`config.mk`:
```
export PLATFORM = sky130hd
export DESIGN_NAME = ssf_div
export DESIGN_NICKNAME = d
export VERILOG_FILES = /design/src/hdl/ssf_div.sv
export SDC_FILE = /design/constraint.sdc
export NUM_CORES = 1
export LEC_CHECK = 0
export BUFFER_PORTS_ARGS = -buffer_cell sky130_fd_sc_hd__buf_4
export CAP_MARGIN = 30
export CORE_UTILIZATION = 57
export CTS_CLUSTER_DIAMETER = 60
export DETAILED_ROUTE_END_ITERATION = 7
export GPL_TIMING_DRIVEN = 0
export PLACE_DENSITY = 0.85
export SYNTH_ARGS = -nofsm -noshare
export SYNTH_HDL_FRONTEND = slang
export SYNTH_SLANG_ARGS = --single-unit
```
`constraint.sdc`:
```
create_clock -name aclk -period 2.6 [get_ports aclk]
set_input_delay 0.13 -clock aclk [delete_from_list [all_inputs] [get_ports aclk]]
set_output_delay 0.13 -clock aclk [all_outputs]
set_load 0.005 [all_outputs]
```
`src/hdl/ssf_div.sv`:
```
// Serial signed divider (restoring, one quotient bit per cycle), truncating.
// Depends on nothing but its parameters.
`timescale 1ns / 1ps
module ssf_div #(
    parameter int NW = 32,
    parameter int DW = 8
) (
    input  logic                 aclk,
    input  logic                 aresetn,
    input  logic                 start,
    input  logic signed [NW-1:0] num,
    input  logic [DW-1:0]        den,
    output logic                 done,
    output logic signed [NW-1:0] quo
);
    localparam int CW = $clog2(NW + 1);
    logic [NW-1:0] q_reg, q_next;
    logic [DW:0]   r_reg, r_next;
    logic [DW-1:0] d_reg, d_next;
    logic          neg_reg, neg_next;
    logic [CW-1:0] cnt_reg, cnt_next;
    logic          busy_reg, busy_next;
    logic [DW:0]   trial;

    always_comb begin
        q_next = q_reg; r_next = r_reg; d_next = d_reg; neg_next = neg_reg;
        cnt_next = cnt_reg; busy_next = busy_reg;
        done = busy_reg && (cnt_reg == '0);
        trial = {r_reg[DW-1:0], q_reg[NW-1]};
        if (start) begin
            q_next = num[NW-1] ? (~num + 1'b1) : num;
            neg_next = num[NW-1];
            r_next = '0; d_next = den; cnt_next = CW'(NW); busy_next = 1'b1;
        end else if (busy_reg) begin
            if (cnt_reg == '0) begin
                busy_next = 1'b0;
            end else begin
                if (trial >= {1'b0, d_reg}) begin
                    r_next = trial - {1'b0, d_reg};
                    q_next = {q_reg[NW-2:0], 1'b1};
                end else begin
                    r_next = trial;
                    q_next = {q_reg[NW-2:0], 1'b0};
                end
                cnt_next = cnt_reg - 1'b1;
            end
        end
    end
    assign quo = neg_reg ? $signed(~q_reg + 1'b1) : $signed(q_reg);

    always_ff @(posedge aclk) begin
        if (!aresetn) begin
            busy_reg <= 1'b0; cnt_reg <= '0;
        end else begin
            busy_reg <= busy_next; cnt_reg <= cnt_next;
        end
        q_reg <= q_next; r_reg <= r_next; d_reg <= d_next; neg_reg <= neg_next;
    end
endmodule

```
# --- Yosys cells after proc, flatten, opt, wreduce, memory -nomap -nowiden ---
# Cells that the tools add are included.
word_totals:
  inputBits: 43
  word_cells: 36
  register_bits: 56
  output_inout_bits: 33
op_classes:
  n_reduce_logical: 6
  bitwise: 4
  n_eq_ne: 1
  order_cmp: 1
  mux: 13
  addsub: 4
op_table:
  columns: ["cell", "n"]
  rows:
  - ["$mux W32", 5]
  - ["$add A32 B1 Y32 const B", 2]
  - ["$not A32 Y32", 2]
  - ["$mux W6", 3]
  - ["$ge A9 B8 Y1", 1]
  - ["$mux W8", 1]
  - ["$sub A8 B8 Y8", 1]
  - ["$logic_not A6 Y1", 1]
  - ["$sub A6 B1 Y6 const B", 1]
  - ["$mux W1", 4]
  - ["$reduce_and A2 Y1", 2]
  - ["$ne A2 B2 Y1 const B", 1]
  - ["$not A1 Y1", 2]
  - ["$reduce_bool A2 Y1", 1]
  - ["$reduce_or A2 Y1", 1]
  - ["$logic_and A1 B1 Y1", 1]

# --- Longest topological paths before layout ---
# Gate-level depths: netlist of the first run.
logic_depth:
  ltp_word: 5
  depth_mapped: 8
  depth_no_buf: 8

# --- Worst setup path after synthesis of the first run ---
# Ideal clock, no wire load.
synth_path:
  path_kind: "input-to-reg"
  start: "in num[0]"
  end: "reg q_reg[24] (data pin)"
  arrival_time_ns: 1.898
  setup_time_ns: 0.272
  path_stages: 8
  path_buffers: 1
  slack_ns: 0.429
  required_time_ns: 2.328
  cell_sequence: "inv_1 > ha_1 > or3b_4 > or3b_1 > buf_6 > nor4_4 > mux2_4 > o221ai_2"
synth_via:
  elab_chain_len: 4
synth_rtl:
  columns: ["element", "line_no", "source"]
  rows:
  - ["start: declaration", "11", "input logic signed [NW-1:0] num,"]
  - ["$not A32 Y32", "31", "q_next = num[NW-1] ? (~num + 1'b1) : num;"]
  - ["$add A32 B1 Y32", "31", null]
  - ["$mux W32", "31", null]
  - ["$mux W32", "30", "if (start) begin"]
  - ["net q_next[24]", "17", "logic [NW-1:0] q_reg, q_next;"]
  - ["end signal: assignment", "57", "q_reg <= q_next; r_reg <= r_next; d_reg <= d_next; neg_reg <= neg_next;"]
  - ["end: declaration", "17", null]
# The timed path passes the listed nets, and every way through them passes these cells.
# A chain may end at the register's enable or synchronous reset.

# --- Worst setup path in the final report of the first run ---
layout_path:
  start: "reg q_reg[0]"
  end: "out quo[26]"
layout_via:
  elab_chain_len: 3
layout_rtl:
  columns: ["element", "line_no", "source"]
  rows:
  - ["$not A32 Y32", "49", "assign quo = neg_reg ? $signed(~q_reg + 1'b1) : $signed(q_reg);"]
  - ["$add A32 B1 Y32", "49", null]
  - ["$mux W32", "49", null]
  - ["end: declaration", "14", "output logic signed [NW-1:0] quo"]
# No other way between the ends.

==> flow_summary_export.csv, run 1 <==
group,metric,value,unit
outcome,status,"finished with violations",
outcome,violations,"setup timing",
critical_path,cp_max_fo,3,
route,drtPass1Iterations,5,
floorplan,fp.dieH,87.3,µm
clocking,cts_root_buf,"clkbuf_8",
cells_and_area,largest_register_ffs,32,
route,drt_wl_total,11300,µm
route,vias,4084,
global_routing,grt_pass1_vias,3777,
cells_and_area,instances_no_fill,669,
global_routing,antenna_found_initial,0,
placement,preCtsSetupSlack,-171,ps
sta,setup_ws,-169,ps
route,drc,0,
yosys,synth_top_area_cell,"edfxtp_1",
sta,setup_violations,8,
placement,dp.cells,639,
yosys,ys_ff_latch,56,
yosys,synth.top_cell.area_share,29.7,%
global_routing,grt_pass1_wl,17600,µm
yosys,synthArstFlopShare,0,%
yosys,synth_common_cells,"54 x nor2_1, 41 x edfxtp_1, 37 x xnor2_1",
yosys,synth_seq_area_share,37.0,%
route,avgRoutedWirePerCell,16.9,µm
placement,place.gp.congestion,0.900,
pwr,p_per_area,484,nW/µm²
floorplan,coreArea,6910,µm²
yosys,yosysWarnings,0,
sta,slew_violations,0,
placement,dp_hpwl,7870,µm
critical_path,startpoint_type,"register",
sta,slew_headroom,41.2,%
sta,rsz0062_at_grt,"true",
yosys,synth_edf_count,41,
yosys,ys_top_cells_by_area,"edfxtp_1 30%, xnor2_1 7.8%, dfxtp_1 7.2%, xor2_1 5.1%, nor2_1 4.9%",
cells_and_area,diodes,0,
sta,tightest_slew,883,ps
placement,io_buffers,75,
critical_path,crit_type,"register to primary output",
pwr,total_leakage_power,1.99,nW
sta,clock_skew,8.76,ps
floorplan,io_pins,76,
clocking,clock_path_buffers,2,
cells_and_area,synthToLayoutAreaGrowth,26.8,%
global_routing,grtUsageTotal,29.5,%
clocking,path_clk_slew,100,ps
critical_path,worst_setup_path_end_kind,"primary output",
floorplan,row_count,30,
sta,min_period_over_period,106,%
cells_and_area,nNetsFinal,628,
clocking,htreeDepth,2,
sta,hold_viol,0,
route,postRouteAntennaNets,0,
clocking,clock_sink_count,56,
clocking,insertion_delay,310,ps
sta,fin_crit,2770,ps
cells_and_area,drive_above_1_share,22.3,%
floorplan,die_w,87.3,µm
yosys,synth_most_common_cell,"nor2_1",
route,routed_via_density,6.10,
yosys,synth_cell_types,57,
worst_hold_path,worstHoldPathType,"primary input to register",
route,drtIter0Drc,341,
sta,max_freq,361,MHz
yosys,synthCells,468,
floorplan,start_util,60.0,%
yosys,ys.flop_type,"edfxtp_1",
yosys,syn_avg_cell_area,8.85,µm²
critical_path,critPathArrivalTime,2640,ps
pwr,peakVddDrop,0.272,mV
global_routing,grt_max_degree,34,
job,cap_violations,0,
global_routing,overflow,0,
clocking,tritoncts,"yes",
yosys,syn_nets,524,
clocking,cts_made_buffers,5,
floorplan,dieArea,7610,µm²
critical_path,required,2470,ps
yosys,syn-cell-area,4140,µm²
-- path summary, 6_finish.rpt --
| kind | cells past startpoint | slack, ps | to | from |
|---|---|---|---|---|
| setup / recovery | 8 | -170 | quo[26] | q_reg[0] |
| hold / removal | 2 | 40 | cnt_reg[5] | aresetn |
| setup reg to reg | 8 | 230 | r_reg[6] | q_reg[31] |
| hold reg to reg | 2 | 530 | r_reg[4] | r_reg[3] |
-- repair_timing --
action,in CTS,in global routing
hold buffers,9,0
gates resized for setup,16,16
pin swaps,8,9
endpoints found under the setup margin,22,19
buffers inserted,9,4
hold endpoints to repair,9,0
gates cloned,0,0
-- final cells by class --
cell class | count | area (µm²)
inverter | 25 | 93.8
clock buffer | 7 | 86.3
clock inverter | 1 | 6.26
sequential | 56 | 1530
buffer | 21 | 90.1
tap | 96 | 120
fill | 518 | 1650
multi-input combinational | 366 | 2560
timing repair buffer | 97 | 766
-- cells by family after synthesis --
| group | Yosys count | synth area share [%] |
|---|---|---|
| and+or+nand+nor | 169 | 21.3 |
| AOI/OAI and AO/OA | 118 | 18.9 |
| xor gates and xnor gates | 61 | 12.9 |
| DFF | 56 | 37.0 |
| buffers and inverters | 46 | 4.44 |
| adders and majority gates | 13 | 4.11 |
| muxes | 5 | 1.39 |
-- metal layers --
layer / part of all wire, % / vias to the layer above / GRT usage, %
met5: 0 / - / 0
met4: 1.9 / 0 / 8.35
met3: 6.0 / 25 / 4.74
met2: 51 / 185 / 52.4
met1: 41 / 1944 / 37.0
li1: - / 1930 / -
-- stage by stage --
stage	instance area [µm²]	setup TNS, ps	util, %	total power [mW]	hold slack (ps)
2_1_floorplan	4140	0	-	1.62	229
4_1_cts	5170	-298	74.8	2.50	34.7
3_3_place_gp	4830	-314	69.9	1.94	308
3_5_place_dp	4830	-595	69.9	1.97	309
6_report	5260	-757	76.1	2.55	39.1
5_1_grt	5260	-1940	76.1	2.67	41.6
-- power by group --
part / switching, mW / leakage (nW) / internal, mW
logic: 0.426 / 1.42 / 0.431
clock network: 0.292 / 0.0488 / 0.218
registers: 0.107 / 0.523 / 1.07
total: 0.825 / 1.99 / 1.72
-- cell usage in the layout, fill, tap and decap left out, types with 11 or more instances in the layout --
cell type,Yosys,routed
dfxtp_1,15,15
edfxtp_1,41,41
inv_1,25,25
o31ai_1,17,13
ha_1,12,11
clkbuf_1,17,18
o21ai_0,27,22
buf_4,1,85
xor2_1,24,24
a21oi_1,27,27
nor2_1,54,54
xnor2_1,37,37
nand2b_1,12,11
nand2_1,26,25
nand3_1,15,15
-- worst max-delay path, stage by stage, from the launching register on --
cell	delay (ps)
edfxtp_1	430
inv_1	80
ha_2	160
or4b_4	500
nor3_4	220
nand4_1	230
o41ai_2	420
xnor2_1	150
buf_4	130
(Power assumes the default switching activity.)
==> run 2: changes to the inputs <==
--- a/config.mk
+++ b/config.mk
@@ -8,9 +8,10 @@
 export BUFFER_PORTS_ARGS = -buffer_cell sky130_fd_sc_hd__buf_4
 export CAP_MARGIN = 30
-export CORE_UTILIZATION = 57
+export CORE_UTILIZATION = 49
 export CTS_CLUSTER_DIAMETER = 60
 export DETAILED_ROUTE_END_ITERATION = 7
 export GPL_TIMING_DRIVEN = 0
-export PLACE_DENSITY = 0.85
+export PLACE_DENSITY = 0.76
+export REMOVE_ABC_BUFFERS = 1
 export SYNTH_ARGS = -nofsm -noshare
 export SYNTH_HDL_FRONTEND = slang
==> constraint.sdc (replaced) <==
create_clock -name aclk -period 2.6 [get_ports aclk]
set_input_delay 0.13 -clock aclk [delete_from_list [all_inputs] [get_ports aclk]]
set_output_delay 0.13 -clock aclk [all_outputs]
set_load 0.1 [all_outputs]
==> flow_summary_export.csv, run 2 (synthesis results as in run 1) <==
group,metric,value,unit
outcome,status,"finished with violations",
outcome,violations,"setup timing",
placement,dp_hpwl,7070,µm
critical_path,worst_setup_path_end_kind,"primary output",
cells_and_area,diodes,0,
pwr,peakVddDrop,0.380,mV
clocking,htreeDepth,2,
sta,slew_headroom,8.72,%
placement,place.gp.congestion,0.861,
floorplan,dieArea,8830,µm²
sta,tightest_slew,1370,ps
critical_path,required,2470,ps
clocking,tritoncts,"yes",
clocking,insertion_delay,310,ps
floorplan,fp.dieH,94.0,µm
global_routing,grt_pass1_wl,16500,µm
clocking,clock_path_buffers,2,
cells_and_area,synthToLayoutAreaGrowth,29.9,%
cells_and_area,drive_above_1_share,25.9,%
cells_and_area,instances_no_fill,658,
global_routing,grt_busiest_layer,"met2",
sta,setup_violations,16,
route,postRouteAntennaNets,0,
cells_and_area,seq_area,1530,µm²
global_routing,antenna_found_initial,0,
route,routed_via_density,5.82,
global_routing,grt_pass1_vias,3503,
route,vias,3832,
pwr,p_per_area,628,nW/µm²
placement,io_buffers,75,
global_routing,grt_max_degree,94,
cells_and_area,fillerInstances,643,
sta,fin_crit,2860,ps
global_routing,use_met1,32.3,%
clocking,cts_made_buffers,5,
route,drt_wl_total,10500,µm
global_routing,use_met3,2.51,%
global_routing,grtUsageMet2,39.3,%
route,drtIter0Drc,310,
critical_path,crit_type,"register to primary output",
clocking,clock_sink_count,56,
route,avgRoutedWirePerCell,16.0,µm
route,drc,0,
global_routing,overflow,0,
critical_path,critPathArrivalTime,2730,ps
cells_and_area,multiInputGateArea,2650,µm²
floorplan,row_count,33,
job,cap_violations,0,
clocking,cts_root_buf,"clkbuf_8",
floorplan,start_util,50.4,%
sta,rsz0062_at_grt,"true",
critical_path,startpoint_type,"register",
critical_path,cp_max_fo,3,
sta,clock_skew,12.1,ps
sta,hold_viol,0,
cells_and_area,largest_register_ffs,32,
sta,setup_ws,-257,ps
cells_and_area,final_common_cell,"buf_4",
floorplan,coreArea,8220,µm²
floorplan,die_w,94.0,µm
route,drtPass1Iterations,5,
sta,max_freq,350,MHz
sta,min_period_over_period,110,%
placement,dp.cells,629,
cells_and_area,final_cell_mix,"62 x buf_4, 54 x nor2_1, 41 x edfxtp_1, 30 x xnor2_1, 27 x a21oi_1",
global_routing,grtUsageTotal,23.7,%
cells_and_area,nNetsFinal,608,
clocking,path_clk_slew,110,ps
floorplan,io_pins,76,
placement,post_dp_cell_area,4770,µm²
cells_and_area,final_cell_area,5380,µm²
worst_hold_path,worstHoldPathType,"primary input to register",
pwr,total_leakage_power,2.06,nW
sta,slew_violations,0,
-- run 2: worst paths after layout --
| path | slack (ps) | to | start | cells past startpoint |
|---|---|---|---|---|
| setup reg to reg | 280 | r_reg[6] | q_reg[31] | 8 |
| hold reg to reg | 510 | cnt_reg[1] | cnt_reg[1] | 2 |
| setup / recovery | -260 | quo[20] | q_reg[0] | 9 |
| hold / removal | 40 | cnt_reg[5] | aresetn | 2 |
-- run 2: final cells by class --
cell class | instances | area share (%)
Inverter | 25 | 1.74
Clock buffer | 6 | 1.74
Clock inverter | 2 | 0.209
Tap cell | 105 | 2.44
Sequential cell | 56 | 28.5
Timing Repair Buffer | 98 | 16.1
Multi-Input combinational cell | 366 | 49.3
-- run 2: power by group --
group	internal, mW	switching (mW)	leakage (nW)
registers	1.07	0.124	0.523
logic	0.503	1.13	1.49
clock network	0.248	0.301	0.0566
-- run 2: stage by stage --
stage                     setup slack (ps)  util (%)  TNS, ps  hold slack [ps]  total power, mW
after floorplan                       -892         -   -21010              202             2.31
after global placement                -401      57.8    -3430              308             2.65
after detailed placement              -342      58.0    -1510              309             2.68
after CTS                             -330      63.3    -3130             32.8             3.32
after global routing                  -345      65.5    -4700             33.7             3.51
final                                 -257      65.5    -2500             35.6             3.38
-- run 2: layer usage --
layer / vias to the layer above / wire length, µm
li1: 1901 / -
met1: 1788 / 4700
met2: 127 / 5220
met3: 16 / 440
met4: 0 / 174
met5: - / 0
-- run 2: critical path: stages, from the launching register on --
cell and delay, ps:
edfxtp_1 450, inv_1 90, ha_2 170, or4b_4 490
nor3_4 210, buf_4 170, nand3_1 110, o31ai_1 270
xnor2_1 200, buf_6 270
-- run 2: what timing repair did --
action,CTS,global route
setup endpoints to repair,22,23
buffers inserted,9,4
gates resized for setup,50,29
pin swaps,16,15
hold endpoints to repair,8,0
hold buffers,8,0
==> run 3: changes to the inputs <==
Settings changed: ABC_CLOCK_PERIOD_IN_PS set to 2870, GPL_TIMING_DRIVEN 0 to unset.
Clock period 2.6 ns to 2.87 ns, I/O delays scaled along.
==> flow_summary_export.csv, run 3 (synthesis results as in run 1) <==
group,metric,value,unit
critical_path,crit_chain,"inv_1, ha_2, or4b_4, nor3_2, buf_4, nand4_1, o41ai_2, xnor2_1, buf_6",
floorplan,row_count,33,
cells_and_area,multiInputGateArea,2510,µm²
placement,place.gp.congestion,0.826,
route,postRouteAntennaNets,0,
placement,dp.cells,636,
floorplan,io_pins,76,
sta,max_freq,347,MHz
clocking,clock_path_buffers,2,
critical_path,cpMaxStageDelayCell,"or4b_4",
clocking,tritoncts,"yes",
floorplan,dieArea,8830,µm²
floorplan,fp.dieH,94.0,µm
critical_path,cp_slowest_stage_delay,470,ps
sta,setup_ws,-15.1,ps
sta,slew_headroom,31.2,%
sta,tightest_slew,1030,ps
pwr,total_leakage_power,1.96,nW
route,drtIter0Drc,189,
sta,fin_tns_setup,-15.1,ps
placement,io_buffers,75,
critical_path,path_buf_inv,3,
sta,setup_violations,1,
clocking,htreeDepth,2,
critical_path,r2r_cells,8,
cells_and_area,drive_above_1_share,23.2,%
clocking,insertion_delay,300,ps
cells_and_area,synthToLayoutAreaGrowth,23.6,%
global_routing,grtUsageTotal,22.0,%
sta,hold_viol,0,
placement,post_dp_cell_area,4810,µm²
pwr,p_per_area,571,nW/µm²
route,drc,0,
route,routed_via_density,5.74,
critical_path,startpoint_type,"register",
clocking,clock_sink_count,56,
global_routing,antenna_found_initial,0,
route,vias,3770,
route,avgRoutedWirePerCell,15.1,µm
global_routing,grt_busiest_layer,"met2",
critical_path,crit_family,"simple AND/OR/NAND/NOR gates",
cells_and_area,nNetsFinal,607,
sta,min_period_over_period,101,%
sta,rsz0062_at_grt,"true",
floorplan,die_w,94.0,µm
outcome,violations,"setup timing",
pwr,power,2.92,mW
worst_hold_path,min_path_cells,1,
critical_path,worst_setup_path_end_kind,"primary output",
critical_path,cp.depth,9,
global_routing,grt_max_degree,44,
cells_and_area,seq_area,1530,µm²
critical_path,cp_max_fo,4,
cells_and_area,final_cell_area,5120,µm²
global_routing,use_met1,30.0,%
global_routing,use_met3,2.27,%
sta,fin_crit,2890,ps
global_routing,grt_pass1_wl,15400,µm
job,cap_violations,0,
global_routing,grt_pass1_vias,3341,
critical_path,required,2730,ps
cells_and_area,final_common_cell,"buf_4",
pwr,peakVddDrop,0.392,mV
sta,clock_skew,7.84,ps
cells_and_area,final_cell_mix,"88 x buf_4, 53 x nor2_1, 41 x edfxtp_1, 35 x xnor2_1, 27 x a21oi_1",
clocking,cts_root_buf,"clkbuf_8",
outcome,status,"finished with violations",
placement,dp_hpwl,7280,µm
worst_hold_path,worstHoldPathType,"primary input to register",
clocking,cts_made_buffers,5,
cells_and_area,instances_no_fill,657,
route,drt_wl_total,9910,µm
floorplan,start_util,50.4,%
route,drtPass1Iterations,4,
critical_path,crit_type,"register to primary output",
floorplan,coreArea,8220,µm²
global_routing,grtUsageMet2,37.5,%
clocking,path_clk_slew,90,ps
cells_and_area,largest_register_ffs,32,
global_routing,overflow,0,
cells_and_area,fillerInstances,707,
cells_and_area,fin_util,62.3,%
sta,slew_violations,0,
cells_and_area,diodes,0,
critical_path,critPathArrivalTime,2740,ps
==> run 3: cell count changes in the layout (fill, tap and decap cells not counted), sizes merged <==
cell,previous run,this run
clkinv,1,0
inv,26,25
buf,90,94
clkbuf,6,8
dlygate4sd3,8,3
==> run 3: metal layers <==
layer / vias up / routed length [µm]
met2: 106 / 4930
met3: 4 / 473
met1: 1762 / 4450
met4: 0 / 52
li1: 1898 / -
met5: - / 0
==> run 3: cell type report <==
type | instances | area share [%]
inverters | 25 | 1.83
multi-input cells | 366 | 49.0
repair buffers | 97 | 14.9
clock buffers | 8 | 1.83
well taps | 105 | 2.57
flip-flops and latches | 56 | 29.9
==> run 3: through the flow <==
stage,setup WS (ps),hold slack [ps]
2_1_floorplan,-635,216
3_3_place_gp,266,321
3_5_place_dp,139,323
4_1_cts,-25.1,3.85
5_1_grt,-161,0.347
6_report,-15.1,15.8
==> run 3: path summary, 6_finish.rpt <==
kind / to / slack (ps) / from
setup reg to reg: r_reg[6] / 510 / q_reg[31]
hold reg to reg: cnt_reg[1] / 510 / cnt_reg[1]
hold / removal: d_reg[4] / 20 / den[4]
setup / recovery: quo[26] / -20 / q_reg[1]
==> run 3: worst reg2reg max path, cell delays in order (launching register included) <==
cell       delay [ps]
edfxtp_1          400
inv_1              60
ha_1              230
fa_1              420
nand2b_1          210
a2111oi_0         450
a311oi_1          110
a21o_1            180
a311oi_1          220
==> run 3: power by group <==
group	switching, mW	total (mW)	internal (mW)
clock	0.242	0.449	0.207
sequential	0.0959	1.07	0.969
combinational	1.01	1.41	0.400
==> run 3: timing repair <==
item | 4_1_cts | 5_1_grt
gates resized for setup | 6 | 18
hold endpoints to repair | 0 | 3
pin swaps | 0 | 8
gates cloned | 0 | 0
endpoints found under the setup margin | 8 | 12
setup buffers | 0 | 10
hold buffers | 0 | 3
